--- src/rtl/core/mpotl_pkg.sv ---
package mpotl_pkg;

  localparam int LEN_W      = 12;
  localparam int ENTRY_W    = LEN_W + 1;
  localparam int CFG_IDX_W  = 2;
  localparam int MAX_LENGTH_DEF = 4095;

  // Register indexes of the configuration port
  localparam logic [CFG_IDX_W-1:0] REG_PIECE_LEN_A = 2'd0;
  localparam logic [CFG_IDX_W-1:0] REG_PIECE_LEN_B = 2'd1;
  localparam logic [CFG_IDX_W-1:0] REG_PIECE_LEN_C = 2'd2;

  // Table entry: bit 12 marks a reachable length, bits 11..0 the count
  typedef logic [ENTRY_W-1:0] entry_t;

  localparam entry_t ENTRY_ZERO_LEN = {1'b1, {LEN_W{1'b0}}};

  typedef struct packed {
    logic              idle;
    logic              res_valid;
    logic [LEN_W-1:0]  res_count;
    logic              res_possible;
  } eng_stat_t;

  // Entry reached by one more piece from prev; zero when not usable or prev is unreachable
  function automatic entry_t cand(input logic usable, input entry_t prev);
    entry_t r;
    r = '0;
    if (usable && prev[LEN_W]) begin
      r = {1'b1, prev[LEN_W-1:0] + LEN_W'(1)};
    end
    return r;
  endfunction

  function automatic entry_t max3(input entry_t a, input entry_t b, input entry_t c);
    entry_t m;
    m = a;
    if (b > m) begin
      m = b;
    end
    if (c > m) begin
      m = c;
    end
    return m;
  endfunction

endpackage

--- src/rtl/core/mpotl_engine.sv ---
module mpotl_engine #(
  parameter int MAX_LENGTH = mpotl_pkg::MAX_LENGTH_DEF,
  parameter int AW = $clog2(MAX_LENGTH + 1)
) (
  input  logic                          clk,
  input  logic                          rst_n,
  input  logic                          start,
  input  logic [mpotl_pkg::LEN_W-1:0]   target,
  input  logic [mpotl_pkg::LEN_W-1:0]   len_a,
  input  logic [mpotl_pkg::LEN_W-1:0]   len_b,
  input  logic [mpotl_pkg::LEN_W-1:0]   len_c,
  input  logic                          res_take,
  output mpotl_pkg::eng_stat_t          stat,
  output logic                          mem_we,
  output logic [AW-1:0]                 mem_waddr,
  output mpotl_pkg::entry_t             mem_wdata,
  output logic [AW-1:0]                 mem_raddr,
  input  mpotl_pkg::entry_t             mem_rdata
);

  localparam int LW = mpotl_pkg::LEN_W;

  typedef enum logic [1:0] {IDLE, FILL, FINISH, DONE} state_t;
  typedef enum logic [1:0] {PH_A, PH_B, PH_C} phase_t;

  state_t             state_r, state_nxt;
  phase_t             phase_r, phase_nxt;
  logic [LW-1:0]      len_r, len_nxt;
  logic [LW-1:0]      tgt_r, tgt_nxt;
  logic               use_r, use_nxt;
  mpotl_pkg::entry_t  cand_a_r, cand_a_nxt;
  mpotl_pkg::entry_t  cand_b_r, cand_b_nxt;
  logic               fwd_valid_r, fwd_valid_nxt;
  mpotl_pkg::entry_t  fwd_data_r, fwd_data_nxt;
  logic [LW-1:0]      count_r, count_nxt;
  logic               possible_r, possible_nxt;

  logic [LW-1:0]      piece;
  logic [LW-1:0]      diff;
  logic               usable;
  mpotl_pkg::entry_t  best;
  mpotl_pkg::entry_t  src;
  logic               in_range;

  always_comb begin
    case (phase_r)
      PH_A:    piece = len_a;
      PH_B:    piece = len_b;
      PH_C:    piece = len_c;
      default: piece = len_a;
    endcase
  end

  assign diff      = len_r - piece;
  assign usable    = (piece != '0) && (piece <= len_r);
  assign mem_raddr = AW'(diff);
  assign best      = mpotl_pkg::max3(cand_a_r, cand_b_r, mpotl_pkg::cand(use_r, mem_rdata));
  assign src       = fwd_valid_r ? fwd_data_r : mem_rdata;
  assign in_range  = 32'(target) <= 32'(MAX_LENGTH);

  always_comb begin
    state_nxt     = state_r;
    phase_nxt     = phase_r;
    len_nxt       = len_r;
    tgt_nxt       = tgt_r;
    use_nxt       = use_r;
    cand_a_nxt    = cand_a_r;
    cand_b_nxt    = cand_b_r;
    fwd_valid_nxt = 1'b0;
    fwd_data_nxt  = fwd_data_r;
    count_nxt     = count_r;
    possible_nxt  = possible_r;
    mem_we        = 1'b0;
    mem_waddr     = '0;
    mem_wdata     = mpotl_pkg::ENTRY_ZERO_LEN;
    case (state_r)
      IDLE: begin
        if (start) begin
          tgt_nxt = target;
          if (!in_range) begin
            count_nxt    = '0;
            possible_nxt = 1'b0;
            state_nxt    = DONE;
          end else if (target == '0) begin
            count_nxt    = '0;
            possible_nxt = 1'b1;
            state_nxt    = DONE;
          end else begin
            // Seed length zero, then fill from length one
            mem_we    = 1'b1;
            len_nxt   = LW'(1);
            phase_nxt = PH_A;
            state_nxt = FILL;
          end
        end
      end
      FILL: begin
        use_nxt = usable;
        case (phase_r)
          PH_A: begin
            if (len_r != LW'(1)) begin
              // Retire the previous length; forward it if read back now
              mem_we        = 1'b1;
              mem_waddr     = AW'(len_r - LW'(1));
              mem_wdata     = best;
              fwd_valid_nxt = (len_a == LW'(1));
              fwd_data_nxt  = best;
            end
            phase_nxt = PH_B;
          end
          PH_B: begin
            cand_a_nxt = mpotl_pkg::cand(use_r, src);
            phase_nxt  = PH_C;
          end
          PH_C: begin
            cand_b_nxt = mpotl_pkg::cand(use_r, mem_rdata);
            phase_nxt  = PH_A;
            if (len_r == tgt_r) begin
              state_nxt = FINISH;
            end else begin
              len_nxt = len_r + LW'(1);
            end
          end
          default: phase_nxt = PH_A;
        endcase
      end
      FINISH: begin
        count_nxt    = best[LW-1:0];
        possible_nxt = best[LW];
        state_nxt    = DONE;
      end
      DONE: begin
        if (res_take) begin
          state_nxt = IDLE;
        end
      end
      default: state_nxt = IDLE;
    endcase
  end

  always_ff @(posedge clk) begin
    if (!rst_n) begin
      state_r     <= IDLE;
      phase_r     <= PH_A;
      fwd_valid_r <= 1'b0;
    end else begin
      state_r     <= state_nxt;
      phase_r     <= phase_nxt;
      fwd_valid_r <= fwd_valid_nxt;
    end
    len_r      <= len_nxt;
    tgt_r      <= tgt_nxt;
    use_r      <= use_nxt;
    cand_a_r   <= cand_a_nxt;
    cand_b_r   <= cand_b_nxt;
    fwd_data_r <= fwd_data_nxt;
    count_r    <= count_nxt;
    possible_r <= possible_nxt;
  end

  assign stat.idle         = (state_r == IDLE);
  assign stat.res_valid    = (state_r == DONE);
  assign stat.res_count    = count_r;
  assign stat.res_possible = possible_r;

`ifndef ASSERT_OFF
  a_len_bounded: assert property (@(posedge clk) disable iff (!rst_n)
    (state_r == FILL) |-> (len_r != '0) && (len_r <= tgt_r))
    else $error("fill length outside 1..target");

  a_fwd_phase: assert property (@(posedge clk) disable iff (!rst_n)
    fwd_valid_r |-> (state_r == FILL) && (phase_r == PH_B))
    else $error("forwarded entry used outside its capture phase");

  a_res_hold: assert property (@(posedge clk) disable iff (!rst_n)
    (stat.res_valid && !res_take) |=> stat.res_valid && $stable(count_r)
      && $stable(possible_r))
    else $error("result dropped or changed before it was taken");

  a_count_impossible: assert property (@(posedge clk) disable iff (!rst_n)
    (stat.res_valid && !possible_r) |-> (count_r == '0))
    else $error("impossible split with nonzero count");
`endif

endmodule

--- config.mk ---
export PLATFORM = sky130hd
export DESIGN_NAME = mpotl_engine
export DESIGN_NICKNAME = d
export VERILOG_FILES = /design/src/rtl/core/mpotl_pkg.sv /design/src/rtl/core/mpotl_engine.sv
export SDC_FILE = /design/constraint.sdc
export NUM_CORES = 1
export LEC_CHECK = 0
export BUFFER_PORTS_ARGS = -buffer_cell sky130_fd_sc_hd__buf_2
export CAP_MARGIN = 30
export CORE_AREA = 3 3 126 97
export CTS_BUF_LIST = sky130_fd_sc_hd__clkbuf_8
export CTS_CLUSTER_SIZE = 28
export DETAILED_ROUTE_END_ITERATION = 8
export DIE_AREA = 0 0 129 100
export HOLD_SLACK_MARGIN = 0.03
export PLACE_DENSITY = 0.81
export SLEW_MARGIN = 15
export SYNTH_ARGS = -nofsm -noshare
export SYNTH_HDL_FRONTEND = slang
export SYNTH_SLANG_ARGS = --single-unit
--- constraint.sdc ---
create_clock -name clk -period 4.95 [get_ports clk]
set_input_delay 0 -clock clk [delete_from_list [all_inputs] [get_ports clk]]
set_output_delay 0 -clock clk [all_outputs]
set_load 0.1 [all_outputs]
==> impl_metrics.env <==
export IMPL_ys_warn_count=0
export IMPL_rsz0062_at_grt="false"
export IMPL_die_w_um=129
export IMPL_grt_pass1_vias=5493
export IMPL_grt_overflow=0
export IMPL_syn_area_um2=6370
export IMPL_power_leakage_nw=3.09
export IMPL_max_cap_violations=0
export IMPL_final_max_slew_violation_count=0
export IMPL_setup_viol=0
export IMPL_min_period_ps=4690
export IMPL_status="complete, no violations"
export IMPL_synth_seq_cells=82
export IMPL_grt_start_max_net_pins=31
export IMPL_synth_edff_count=77
export IMPL_io_pins=118
export IMPL_fin_nets=909
export IMPL_fin_ws_ps=261
export IMPL_firstDrtPassIters=6
export IMPL_clk_pin_slew_ps=80
export IMPL_cts_root_buf="clkbuf_8"
export IMPL_slowest_delay_ps=450
export IMPL_period_share_pct=94.7
export IMPL_yosysSeqAreaShare_pct=37.8
export IMPL_drive_above_1_share_pct=22.2
export IMPL_cts_setup_buffers=0
export IMPL_clock_skew_ps=20.4
export IMPL_ant_nets=0
export IMPL_startpoint_type="flip-flop"
export IMPL_cts_max_path_buffers=2
export IMPL_fmax_mhz=213
export IMPL_drt_iter0_drc=803
export IMPL_crit_slowest_cell="and3_4"
export IMPL_viasPerCell=6.28
export IMPL_pre_cts_ws_ps=546
export IMPL_dieArea_um2=12900
export IMPL_wire_per_inst_um=19.6
export IMPL_ys_flop_type="edfxtp_1"
export IMPL_hold_class="input port to flip-flop"
export IMPL_grt_pass1_wl_mm=29.0
export IMPL_vdd_drop_max_mv=0.808
export IMPL_hold_viol=0
export IMPL_hold_start="mem_rdata[0]"
export IMPL_h_tree_depth=3
export IMPL_criticalPathCategory="flip-flop to output port"
export IMPL_fp_row_count=33
export IMPL_clk_latency_ps=370
export IMPL_mostFrequentLayoutCells="buf_2, edfxtp_1, nor2_1"
export IMPL_max_slew_margin_pct=43.5
export IMPL_hold_ws_ps=53.0
export IMPL_arrival_ps=4690
export IMPL_critPathRequiredTime_ps=4950
export IMPL_synthArstFlopShare_pct=0
export IMPL_cts_sinks=82
export IMPL_worst_pin_slew_ps=846
export IMPL_synthesis_nets=791
export IMPL_numCtsBuffers=9
export IMPL_synth_cells=674
export IMPL_r2r_start="cand_a_r[2]"
export IMPL_crit_start="cand_a_r[2]"
export IMPL_cp_max_fo=30
export IMPL_end_kind="output port"
export IMPL_utilization_pct=69.3
export IMPL_die_h_um=100
export IMPL_gp_congestion=1.04
export IMPL_drt_total_wl_mm=18.4
export IMPL_area_growth_pct=19.5
export IMPL_cts_tree="built"
export IMPL_diodes=0
export IMPL_path_cells="inv_1 > ha_1 > and3_1 > o21ai_1 > a31o_2 > and3_4 > nor2_8 > o22a_1 > ha_1 > a21oi_1 > o21ai_1 > a221o_1 > o22ai_2 > buf_4 > nor2_1 > nor3b_2 > buf_12"
export IMPL_synth_cell_types=62
export IMPL_vias=5888
export IMPL_layout_commonest_cell="buf_2"
export IMPL_antenna_found_initial=0
export IMPL_track_usage_pct=28.7
export IMPL_initial_utilization_pct=58.0
export IMPL_core_area_um2=11000
export IMPL_power_density_nw_per_um2=607
export IMPL_portBuffers=117
export IMPL_route_detailed_drc=0
export IMPL_hpwl_mm=14.0
export IMPL_fin_tns_setup_ps=0
export IMPL_avgSynthCellArea_um2=9.46
-- synth_stat cells, types with 5 or more instances --
library cell	instances	share of area (%)
or3_1	6	0.59
xnor2_1	30	4.1
o22a_1	9	1.2
o21ai_1	6	0.47
nor2_1	70	4.1
nand4_1	19	1.9
nor4_1	11	1.1
dfxtp_1	5	1.6
a211oi_1	8	0.94
nor3b_1	10	1.2
nand3_1	22	1.7
ha_1	51	10
buf_4	5	0.59
clkbuf_1	9	0.53
a21oi_1	22	1.7
a31oi_1	6	0.59
o2111ai_2	5	1.2
and2_1	15	1.5
mux2_2	6	1.1
o21ai_0	24	1.9
nor3_1	21	1.6
xor2_1	26	3.6
nor2b_1	15	1.5
buf_2	14	1.1
a21o_1	6	0.71
a22oi_1	12	1.4
inv_1	36	2.1
edfxtp_1	77	36
and3_1	14	1.4
mux2i_1	9	1.4
nand2_1	57	3.4
-- path summary, 6_finish.rpt --
| check | cells past startpoint | to | slack (ps) |
|---|---|---|---|
| worst min-delay path | 2 | cand_b_r[0] | 50 |
| worst min register to register | 2 | phase_r[0] | 500 |
| worst max-delay path | 17 | mem_wdata[6] | 260 |
| worst max register to register | 16 | count_r[1] | 620 |
-- critical path: cells and delay by family (launching register included) --
| family | cells | cell delay (ps) |
|---|---|---|
| AO/OA/AOI/OAI | 7 | 1460 |
| adder cells (fa/ha/maj) | 2 | 530 |
| buffers and inverters | 3 | 690 |
| flip-flops | 1 | 440 |
| AND/OR/NAND/NOR | 5 | 1190 |
-- power by group --
part           leakage [nW]  internal (W)  switching, W  total, W
Clock                 0.103      0.000283      0.000262  0.000545
Sequential            0.777      0.000927      0.000171   0.00110
Combinational          2.21      0.000706       0.00227   0.00298
-- cell families after synthesis --
logic type / count (synthesis) / synth area share, %
and+or+nand+nor: 278 / 22.8
buffers and inverters: 68 / 4.93
xor gates and xnor gates: 56 / 7.70
AOI/OAI and AO/OA: 122 / 13.7
DFF: 82 / 37.8
adders and majority gates: 52 / 10.3
muxes: 16 / 2.71
-- routing by layer --
layer / global-route usage, % / share of wire [%]
met5: 0 / 0
met3: 8.09 / 12
met4: 6.94 / 2.2
met1: 43.1 / 45
met2: 41.0 / 41
-- flip-flops by register name (all words and copies together), names as in the netlist --
name	cells
tgt_r	12
count_r	12
cand_b_r	13
possible_r	1
fwd_data_r	13
use_r	1
phase_r	2
len_r	12
cand_a_r	13
fwd_valid_r	1
state_r	2
-- through the flow --
| step | instances | area [µm²] | power (W) |
|---|---|---|---|
| 2_1_floorplan | 674 | 6430 | 0.00346 |
| 3_3_place_gp | 904 | 7230 | 0.00399 |
| 3_5_place_dp | 905 | 7240 | 0.00404 |
| 4_1_cts | 937 | 7610 | 0.00459 |
| 5_1_grt | 937 | 7610 | 0.00481 |
| 6_report | 937 | 7610 | 0.00462 |
-- final cells by class --
type	count	area, µm²
timing repair buffer	139	971
multi-input combinational	524	3700
sequential	82	2410
clock buffer	9	124
tap	140	175
inverter	36	135
fill	823	3370
clock inverter	7	95.1
-- repair_timing --
action	CTS	global route
gates resized for setup	0	1
endpoints found under the setup margin	0	12
hold buffers	16	0
endpoints found under the hold margin	17	0
(Power assumes the default switching activity.)
